File: src/sv/rrp_pkg.sv
package rrp_pkg;

    localparam int MAX_ARGS   = 1024;
    localparam int MAX_DIGITS = 10;

    localparam logic [7:0] CH_STAR   = 8'h2A;
    localparam logic [7:0] CH_DOLLAR = 8'h24;
    localparam logic [7:0] CH_LF     = 8'h0A;
    localparam logic [7:0] CH_CR     = 8'h0D;
    localparam logic [7:0] CH_ZERO   = 8'h30;
    localparam logic [7:0] CH_NINE   = 8'h39;

    localparam logic [10:0] MAX_ARGS_RST     = 11'd1024;
    localparam logic [30:0] MAX_BULK_LEN_RST = 31'd536870912;

    localparam int         CFG_AW       = 3;
    localparam logic       REG_MAX_ARGS = 1'b0;
    localparam logic       REG_MAX_BULK = 1'b1;

    typedef enum logic [5:0] {
        PH_IDLE    = 6'b000001,
        PH_COUNT   = 6'b000010,
        PH_DOLLAR  = 6'b000100,
        PH_LEN     = 6'b001000,
        PH_PAYLOAD = 6'b010000,
        PH_TRAILER = 6'b100000
    } t_phase;

    typedef enum logic [1:0] {
        ERR_NONE  = 2'd0,
        ERR_LEAD  = 2'd1,
        ERR_DIGIT = 2'd2,
        ERR_RANGE = 2'd3
    } t_err;

    typedef struct packed {
        logic        data_valid;
        logic [7:0]  data_byte;
        logic [9:0]  arg_index;
        logic        arg_first;
        logic        arg_last;
        logic        command_done;
        logic [10:0] arg_count;
        t_err        error_code;
    } t_result;

endpackage

File: src/sv/rrp_if.sv
interface rrp_byte_if;
    logic       valid;
    logic       ready;
    logic [7:0] rx_byte;

    modport source (output valid, output rx_byte, input ready);
    modport sink (input valid, input rx_byte, output ready);
endinterface

interface rrp_res_if;
    logic        valid;
    logic        ready;
    logic        data_valid;
    logic [7:0]  data_byte;
    logic [9:0]  arg_index;
    logic        arg_first;
    logic        arg_last;
    logic        command_done;
    logic [10:0] arg_count;
    logic [1:0]  error_code;

    modport source (
        output valid, output data_valid, output data_byte, output arg_index,
        output arg_first, output arg_last, output command_done, output arg_count,
        output error_code, input ready
    );
    modport sink (
        input valid, input data_valid, input data_byte, input arg_index,
        input arg_first, input arg_last, input command_done, input arg_count,
        input error_code, output ready
    );
endinterface

File: src/sv/rrp_core.sv
module rrp_core
    import rrp_pkg::*;
#(
    parameter int P_MAX_DIGITS = MAX_DIGITS
) (
    input  logic        i_clk,
    input  logic        i_rst_n,
    input  logic        i_accept,
    input  logic [7:0]  i_rx_byte,
    input  logic [10:0] i_max_args,
    input  logic [30:0] i_max_bulk_len,
    output t_result     o_result
);

    localparam int          DW      = $clog2(P_MAX_DIGITS + 1);
    localparam logic [DW-1:0] DIG_MAX = DW'(P_MAX_DIGITS);
    localparam logic [10:0] ARG_CAP = 11'(MAX_ARGS);

    t_phase        r_phase, n_phase;
    logic [31:0]   r_accum, n_accum;
    logic [10:0]   r_total, n_total;
    logic [10:0]   r_left, n_left;
    logic [9:0]    r_cur, n_cur;
    logic [30:0]   r_bytes, n_bytes;
    logic [1:0]    r_trailer, n_trailer;
    logic [DW-1:0] r_digits, n_digits;

    logic [35:0] prod;
    logic [31:0] acc_sat;
    logic [10:0] arg_lim;
    logic        is_digit;
    t_err        err;
    t_result     res;

    assign is_digit = (i_rx_byte >= CH_ZERO) && (i_rx_byte <= CH_NINE);
    assign prod     = ({4'b0, r_accum} << 3) + ({4'b0, r_accum} << 1)
                    + {28'b0, i_rx_byte - CH_ZERO};
    assign acc_sat  = (|prod[35:32]) ? '1 : prod[31:0];
    assign arg_lim  = (i_max_args > ARG_CAP) ? ARG_CAP : i_max_args;

    always_comb begin
        n_phase   = r_phase;
        n_accum   = r_accum;
        n_total   = r_total;
        n_left    = r_left;
        n_cur     = r_cur;
        n_bytes   = r_bytes;
        n_trailer = r_trailer;
        n_digits  = r_digits;
        err       = ERR_NONE;
        res       = '0;
        case (r_phase)
            PH_IDLE: begin
                if (i_rx_byte == CH_STAR) begin
                    n_phase  = PH_COUNT;
                    n_accum  = '0;
                    n_digits = '0;
                end else begin
                    err = ERR_LEAD;
                end
            end
            PH_DOLLAR: begin
                if (i_rx_byte == CH_DOLLAR) begin
                    n_phase  = PH_LEN;
                    n_accum  = '0;
                    n_digits = '0;
                end else begin
                    err = ERR_LEAD;
                end
            end
            PH_COUNT, PH_LEN: begin
                if (i_rx_byte == CH_CR) begin
                    n_phase = r_phase;
                end else if (i_rx_byte == CH_LF) begin
                    if (r_phase == PH_COUNT) begin
                        if (r_accum == '0 || r_accum > {21'b0, arg_lim}) begin
                            err = ERR_RANGE;
                        end else begin
                            n_total = r_accum[10:0];
                            n_left  = r_accum[10:0];
                            n_cur   = '0;
                            n_phase = PH_DOLLAR;
                        end
                    end else begin
                        if (r_accum == '0 || r_accum > {1'b0, i_max_bulk_len}) begin
                            err = ERR_RANGE;
                        end else begin
                            n_bytes = r_accum[30:0];
                            n_phase = PH_PAYLOAD;
                        end
                    end
                end else if (is_digit) begin
                    if (r_digits >= DIG_MAX) begin
                        err = ERR_RANGE;
                    end else begin
                        n_accum  = acc_sat;
                        n_digits = r_digits + 1'b1;
                    end
                end else begin
                    err = ERR_DIGIT;
                end
            end
            PH_PAYLOAD: begin
                res.data_valid = 1'b1;
                res.data_byte  = i_rx_byte;
                res.arg_index  = r_cur;
                res.arg_first  = ({1'b0, r_bytes} == r_accum);
                res.arg_last   = (r_bytes <= 31'd1);
                if (r_bytes <= 31'd1) begin
                    n_bytes   = '0;
                    n_trailer = 2'd2;
                    n_phase   = PH_TRAILER;
                end else begin
                    n_bytes = r_bytes - 1'b1;
                end
            end
            PH_TRAILER: begin
                if (r_trailer > 2'd1) begin
                    n_trailer = r_trailer - 1'b1;
                end else begin
                    n_trailer = '0;
                    n_cur     = r_cur + 1'b1;
                    if (r_left <= 11'd1) begin
                        res.command_done = 1'b1;
                        res.arg_count    = r_total;
                        n_phase   = PH_IDLE;
                        n_accum   = '0;
                        n_total   = '0;
                        n_left    = '0;
                        n_cur     = '0;
                        n_bytes   = '0;
                        n_digits  = '0;
                    end else begin
                        n_left  = r_left - 1'b1;
                        n_phase = PH_DOLLAR;
                    end
                end
            end
            default: begin
                n_phase   = PH_IDLE;
                n_accum   = '0;
                n_total   = '0;
                n_left    = '0;
                n_cur     = '0;
                n_bytes   = '0;
                n_trailer = '0;
                n_digits  = '0;
            end
        endcase
        if (err != ERR_NONE) begin
            res            = '0;
            res.error_code = err;
            n_phase   = PH_IDLE;
            n_accum   = '0;
            n_total   = '0;
            n_left    = '0;
            n_cur     = '0;
            n_bytes   = '0;
            n_trailer = '0;
            n_digits  = '0;
        end
    end

    assign o_result = res;

    always_ff @(posedge i_clk) begin
        if (!i_rst_n) begin
            r_phase   <= PH_IDLE;
            r_accum   <= '0;
            r_total   <= '0;
            r_left    <= '0;
            r_cur     <= '0;
            r_bytes   <= '0;
            r_trailer <= '0;
            r_digits  <= '0;
        end else if (i_accept) begin
            r_phase   <= n_phase;
            r_accum   <= n_accum;
            r_total   <= n_total;
            r_left    <= n_left;
            r_cur     <= n_cur;
            r_bytes   <= n_bytes;
            r_trailer <= n_trailer;
            r_digits  <= n_digits;
        end
    end

endmodule

File: src/sv/resp_request_parser.sv
// multibulk request parser, one request byte per item, one result per item
// the result is valid on the output register in the cycle after input accept
// throughput: 1 item per cycle, input stays ready while the output register
// is empty or being drained in the same cycle
// reset (synchronous, active low): parser idle expecting '*', output empty,
// max_args = 1024, max_bulk_len = 2^29
module resp_request_parser
    import rrp_pkg::*;
#(
    parameter int P_MAX_DIGITS = MAX_DIGITS
) (
    input  logic              i_clk,
    input  logic              i_rst_n,
    rrp_byte_if.sink          i_rx,
    rrp_res_if.source         o_res,
    input  logic              psel,
    input  logic              penable,
    input  logic              pwrite,
    input  logic [CFG_AW-1:0] paddr,
    input  logic [31:0]       pwdata,
    output logic [31:0]       prdata,
    output logic              pready
);

    logic [10:0] r_max_args;
    logic [30:0] r_max_bulk_len;
    logic        r_out_valid;
    t_result     r_res;
    t_result     core_res;
    logic        in_ready;
    logic        accept;
    logic        cfg_wr;

    assign pready = 1'b1;
    assign cfg_wr = psel && penable && pwrite;
    assign prdata = (paddr[2] == REG_MAX_BULK) ? {1'b0, r_max_bulk_len}
                                               : {21'b0, r_max_args};

    always_ff @(posedge i_clk) begin
        if (!i_rst_n) begin
            r_max_args     <= MAX_ARGS_RST;
            r_max_bulk_len <= MAX_BULK_LEN_RST;
        end else if (cfg_wr) begin
            if (paddr[2] == REG_MAX_ARGS) begin
                r_max_args <= pwdata[10:0];
            end else begin
                r_max_bulk_len <= pwdata[30:0];
            end
        end
    end

    assign in_ready   = !r_out_valid || o_res.ready;
    assign i_rx.ready = in_ready;
    assign accept     = i_rx.valid && in_ready;

    rrp_core #(
        .P_MAX_DIGITS (P_MAX_DIGITS)
    ) u_core (
        .i_clk          (i_clk),
        .i_rst_n        (i_rst_n),
        .i_accept       (accept),
        .i_rx_byte      (i_rx.rx_byte),
        .i_max_args     (r_max_args),
        .i_max_bulk_len (r_max_bulk_len),
        .o_result       (core_res)
    );

    always_ff @(posedge i_clk) begin
        if (!i_rst_n) begin
            r_out_valid <= 1'b0;
        end else if (accept) begin
            r_out_valid <= 1'b1;
        end else if (o_res.ready) begin
            r_out_valid <= 1'b0;
        end
    end

    always_ff @(posedge i_clk) begin
        if (accept) begin
            r_res <= core_res;
        end
    end

    assign o_res.valid        = r_out_valid;
    assign o_res.data_valid   = r_res.data_valid;
    assign o_res.data_byte    = r_res.data_byte;
    assign o_res.arg_index    = r_res.arg_index;
    assign o_res.arg_first    = r_res.arg_first;
    assign o_res.arg_last     = r_res.arg_last;
    assign o_res.command_done = r_res.command_done;
    assign o_res.arg_count    = r_res.arg_count;
    assign o_res.error_code   = r_res.error_code;

endmodule
File: src/flat_wrapper.sv
// flat-port wrapper written by rule: the top's interface ports become plain ports
module resp_request_parser_flat import rrp_pkg::*;
#(
    parameter int P_MAX_DIGITS = MAX_DIGITS
)
  (i_clk, i_rst_n, psel, penable, pwrite, paddr, pwdata, prdata, pready, i_rx_valid, i_rx_rx_byte, i_rx_ready, o_res_valid, o_res_data_valid, o_res_data_byte, o_res_arg_index, o_res_arg_first, o_res_arg_last, o_res_command_done, o_res_arg_count, o_res_error_code, o_res_ready);
  rrp_byte_if i_rx_i ();
  rrp_res_if o_res_i ();
  input  logic i_clk;
  input  logic i_rst_n;
  input  logic psel;
  input  logic penable;
  input  logic pwrite;
  input  logic [CFG_AW-1:0] paddr;
  input  logic [31:0] pwdata;
  output logic [31:0] prdata;
  output logic pready;
  input wire logic [$bits(i_rx_i.valid)-1:0] i_rx_valid;
  input wire logic [$bits(i_rx_i.rx_byte)-1:0] i_rx_rx_byte;
  output wire logic [$bits(i_rx_i.ready)-1:0] i_rx_ready;
  output wire logic [$bits(o_res_i.valid)-1:0] o_res_valid;
  output wire logic [$bits(o_res_i.data_valid)-1:0] o_res_data_valid;
  output wire logic [$bits(o_res_i.data_byte)-1:0] o_res_data_byte;
  output wire logic [$bits(o_res_i.arg_index)-1:0] o_res_arg_index;
  output wire logic [$bits(o_res_i.arg_first)-1:0] o_res_arg_first;
  output wire logic [$bits(o_res_i.arg_last)-1:0] o_res_arg_last;
  output wire logic [$bits(o_res_i.command_done)-1:0] o_res_command_done;
  output wire logic [$bits(o_res_i.arg_count)-1:0] o_res_arg_count;
  output wire logic [$bits(o_res_i.error_code)-1:0] o_res_error_code;
  input wire logic [$bits(o_res_i.ready)-1:0] o_res_ready;
  assign i_rx_i.valid = i_rx_valid;
  assign i_rx_i.rx_byte = i_rx_rx_byte;
  assign i_rx_ready = i_rx_i.ready;
  assign o_res_valid = o_res_i.valid;
  assign o_res_data_valid = o_res_i.data_valid;
  assign o_res_data_byte = o_res_i.data_byte;
  assign o_res_arg_index = o_res_i.arg_index;
  assign o_res_arg_first = o_res_i.arg_first;
  assign o_res_arg_last = o_res_i.arg_last;
  assign o_res_command_done = o_res_i.command_done;
  assign o_res_arg_count = o_res_i.arg_count;
  assign o_res_error_code = o_res_i.error_code;
  assign o_res_i.ready = o_res_ready;
  resp_request_parser #(.P_MAX_DIGITS(P_MAX_DIGITS)) u_core (.i_clk(i_clk), .i_rst_n(i_rst_n), .i_rx(i_rx_i), .o_res(o_res_i), .psel(psel), .penable(penable), .pwrite(pwrite), .paddr(paddr), .pwdata(pwdata), .prdata(prdata), .pready(pready));
endmodule
File: config.mk
export PLATFORM = sky130hd
export DESIGN_NAME = resp_request_parser_flat
export DESIGN_NICKNAME = d
export VERILOG_FILES = /design/src/sv/rrp_pkg.sv /design/src/sv/rrp_if.sv /design/src/sv/rrp_core.sv /design/src/sv/resp_request_parser.sv /design/src/flat_wrapper.sv
export SDC_FILE = /design/constraint.sdc
export NUM_CORES = 1
export LEC_CHECK = 0
export BUFFER_PORTS_ARGS = -buffer_cell sky130_fd_sc_hd__buf_4
export CORE_MARGIN = 1
export CORE_UTILIZATION = 45
export CTS_CLUSTER_DIAMETER = 60
export CTS_CLUSTER_SIZE = 20
export DETAILED_ROUTE_END_ITERATION = 16
export GPL_TIMING_DRIVEN = 0
export SLEW_MARGIN = 20
export SYNTH_ARGS = -nofsm -noshare
export SYNTH_HDL_FRONTEND = slang
export SYNTH_HIERARCHICAL = 1
export SYNTH_SLANG_ARGS = --single-unit
File: constraint.sdc
create_clock -name i_clk -period 4.89 [get_ports i_clk]
set_clock_uncertainty 0.05 [all_clocks]
set_input_delay 0.2445 -clock i_clk [delete_from_list [all_inputs] [get_ports i_clk]]
set_output_delay 0.2445 -clock i_clk [all_outputs]
set_load 0.02 [all_outputs]
==> results.json <==
{
  "antennaDiodeCount": 0,
  "yosys.area.top_type": "dfxtp_1",
  "synth-edff-count": 35,
  "synth_ff_type": "dfxtp_1",
  "vias_per_cell": 5.74,
  "final_hold_viol_count": 0,
  "startpoint_type": "flip-flop",
  "fin_crit_sh": 0.949,
  "die_area_um2": 28700,
  "yosysSeqAreaShare": 0.321,
  "fin_cells": 1994,
  "syn_to_final_growth_pct": 17.3,
  "place_ws_ns": -0.0438,
  "antenna_found_initial": 0,
  "cts.sinks": 185,
  "p_per_area_nw_per_um2": 245,
  "synth_area_leaders": "dfxtp_1 24%, ha_1 11%, edfxtp_1 8.3%, nand2_1 4.9%, a21oi_1 4.7%",
  "drt_iter0_drc": 830,
  "ant_nets": 0,
  "worstSetupPathType": "reg -> reg",
  "via_count": 11400,
  "cp_max_fo": 10,
  "setup_ws_ns": 0.248,
  "clk_latency_ns": 0.45,
  "grt_use_total": 0.256,
  "required_ns": 5.22,
  "cp_cell_sequence": "clkbuf_2 > inv_1 > fa_1 > inv_1 > ha_1 > o21ai_0 > o21ai_1 > a21oi_1 > nor4_2 > nor4_2 > nor4_1 > mux2_2 > a41oi_2 > buf_2 > a221o_1",
  "ys_seq_elements": 185,
  "overflow": 0,
  "rows": 60,
  "core_um2": 27300,
  "multi_input_area_um2": 7870,
  "seqCellArea_um2": 4050,
  "min_period_ns": 4.64,
  "worst_pin_slew_ns": 0.925,
  "nets": 1776,
  "ys_top_cells_by_count": "163 x nand2_1, 150 x dfxtp_1, 118 x a21oi_1",
  "yosysWarningCount": 6,
  "synthCells": 1458,
  "dp_hpwl_um": 27500,
  "drtPass1Iterations": 5,
  "slew_viol_final": 0,
  "setup_tns_ns": 0,
  "avgSynthCellArea_um2": 8.65,
  "grt_pass1_vias": 10800,
  "cp_data_arrival_time_ns": 4.97,
  "syn_nets": 1625,
  "path_buf_inv": 4,
  "fillers": 2602,
  "yosysMostFrequentCell": "nand2_1",
  "grt_pass1_wl_um": 58000,
  "numCtsBuffers": 17,
  "slowest_delay_ns": 0.54,
  "place.gp.congestion": 0.905,
  "async_flop_share": 0,
  "max_slew_margin": 0.378,
  "cp_slowest_cell": "fa_1",
  "p_leak_nw": 6.49,
  "start_util": 0.463,
  "clk_path_buf_depth": 2,
  "drive_gt1_frac": 0.138,
  "cts_setup_buffers": 0,
  "rsz0062_at_grt": "false",
  "hold_path.class": "in -> reg",
  "synthesis.area_um2": 12600,
  "die_h_um": 169,
  "cts_max_level": 4,
  "io_pins": 120,
  "fmax_mhz": 215,
  "crit_family": "compound AO/OA/AOI/OAI gates",
  "fin_total_pwr_w": 0.00363,
  "port-buffer-count": 114,
  "clock-root-buffer": "clkbuf_16",
  "post-route-util": 0.543,
  "dpl.cell_count": 1945,
  "cts_tree": "done",
  "drt-total-wl_um": 36200,
  "die_w_um": 169,
  "setup_viol": 0,
  "yosysUniqueCellTypes": 79,
  "cap_violations": 0,
  "drc": 0,
  "grt_max_degree": 35,
  "status": "finished, final reports clean",
  "peakVddDrop_v": 0.000212,
  "routedWlPerCell_um": 18.1,
  "path_clk_slew_ns": 0.08,
  "critPathCaptureType": "flip-flop",
  "yosys.area.top_type_share": 0.238
}
## state kept, by name, indices dropped and copies added, names as in the netlist, 10 cells and up
name,count
u_core/u_core/r_accum,32
u_core/r_max_bulk_len,31
u_core/u_core/r_bytes,31
u_core/o_res.arg_count,11
u_core/r_max_args,11
u_core/u_core/r_left,11
u_core/u_core/r_total,11
u_core/o_res.arg_index,10
u_core/u_core/r_cur,10
## area by class of cell
class | count | area share
inverter | 68 | 0.0173
sequential | 185 | 0.274
timing repair buffer | 132 | 0.0707
buffer | 86 | 0.0308
multi-input combinational | 1119 | 0.532
clock inverter | 15 | 0.0150
clock buffer | 17 | 0.0288
tap | 372 | 0.0315
## report_power, final
group | leakage (nW) | internal [W] | switching (W)
registers | 1.56 | 0.00159 | 0.0000334
logic | 4.62 | 0.000200 | 0.000312
clock network | 0.308 | 0.000723 | 0.000769
total | 6.49 | 0.00251 | 0.00111
## final timing paths
| kind | from | end | slack [ns] | depth (start not counted) |
|---|---|---|---|---|
| hold / removal | pwdata[17] | u_core/r_max_bulk_len[17] | 0.01 | 3 |
| hold reg to reg | u_core/r_max_bulk_len[23] | u_core/r_max_bulk_len[23] | 0.42 | 2 |
| setup reg to reg | u_core/u_core/r_accum[3] | u_core/u_core/r_accum[3] | 0.25 | 15 |
| setup / recovery | u_core/u_core/r_accum[3] | u_core/u_core/r_accum[3] | 0.25 | 15 |
## cells by family (layout without fill, tap and decap cells)
kind of cell    Yosys count  after routing  synth area share
xor+xnor                 80             80            0.0556
other cells               2              2          0.000596
simple gates            495            495             0.202
buf+inv                 154            318            0.0561
mux                      69             69            0.0561
flops                   185            185             0.321
compound gates          356            356             0.188
fa+ha+maj               117            117             0.120
## per-stage QoR
step	cell area, um2	hold WS [ns]
global route	14800	0.00293
finish	14800	0.0122
global placement	13900	0.404
CTS	14800	0.00111
floorplan	12600	0.333
detailed placement	14000	0.412
## routing by layer
layer	global-route usage	vias to the layer above	part of all wire
met5	0	-	0
met4	0.0725	0	0.018
met3	0.0385	39	0.050
met2	0.401	338	0.44
met1	0.364	5447	0.49
li1	-	5612	-
## what timing repair did
item,in CTS,in global routing
hold buffers,17,0
setup endpoints to repair,10,30
resized for setup,2,5
hold endpoints to repair,17,0
## cell usage in the layout (no fill, tap or decap), types with 7 or more instances in the layout
cell / instances
and3_1: 10
nand4b_1: 9
nor3_1: 34
or3_1: 11
a22oi_1: 15
clkbuf_16: 17
nor2b_1: 13
o21ai_0: 63
clkbuf_1: 51
mux2_2: 13
o211ai_1: 9
ha_1: 111
nand2b_1: 7
a221o_1: 32
buf_2: 16
a21o_1: 28
dlygate4sd3_1: 17
edfxtp_1: 35
a211oi_1: 21
o21a_1: 7
xor2_1: 53
nor2_1: 72
xnor2_1: 27
inv_1: 67
nand4_1: 28
buf_4: 120
mux2i_1: 56
and2_1: 51
nand3_1: 39
nand2_1: 163
a21oi_1: 118
dfxtp_1: 150
nor4_1: 24
## worst reg2reg max path, cell delays in order, from the launching register on
cell      delay, ns
dfxtp_1        0.43
clkbuf_2       0.35
inv_1          0.11
fa_1           0.54
inv_1          0.04
ha_1           0.35
o21ai_0        0.15
o21ai_1        0.24
a21oi_1        0.19
nor4_2         0.38
nor4_2         0.15
nor4_1         0.32
mux2_2         0.40
a41oi_2        0.34
buf_2          0.35
a221o_1        0.17
No activity file was read; power rests on OpenSTA's default activity.
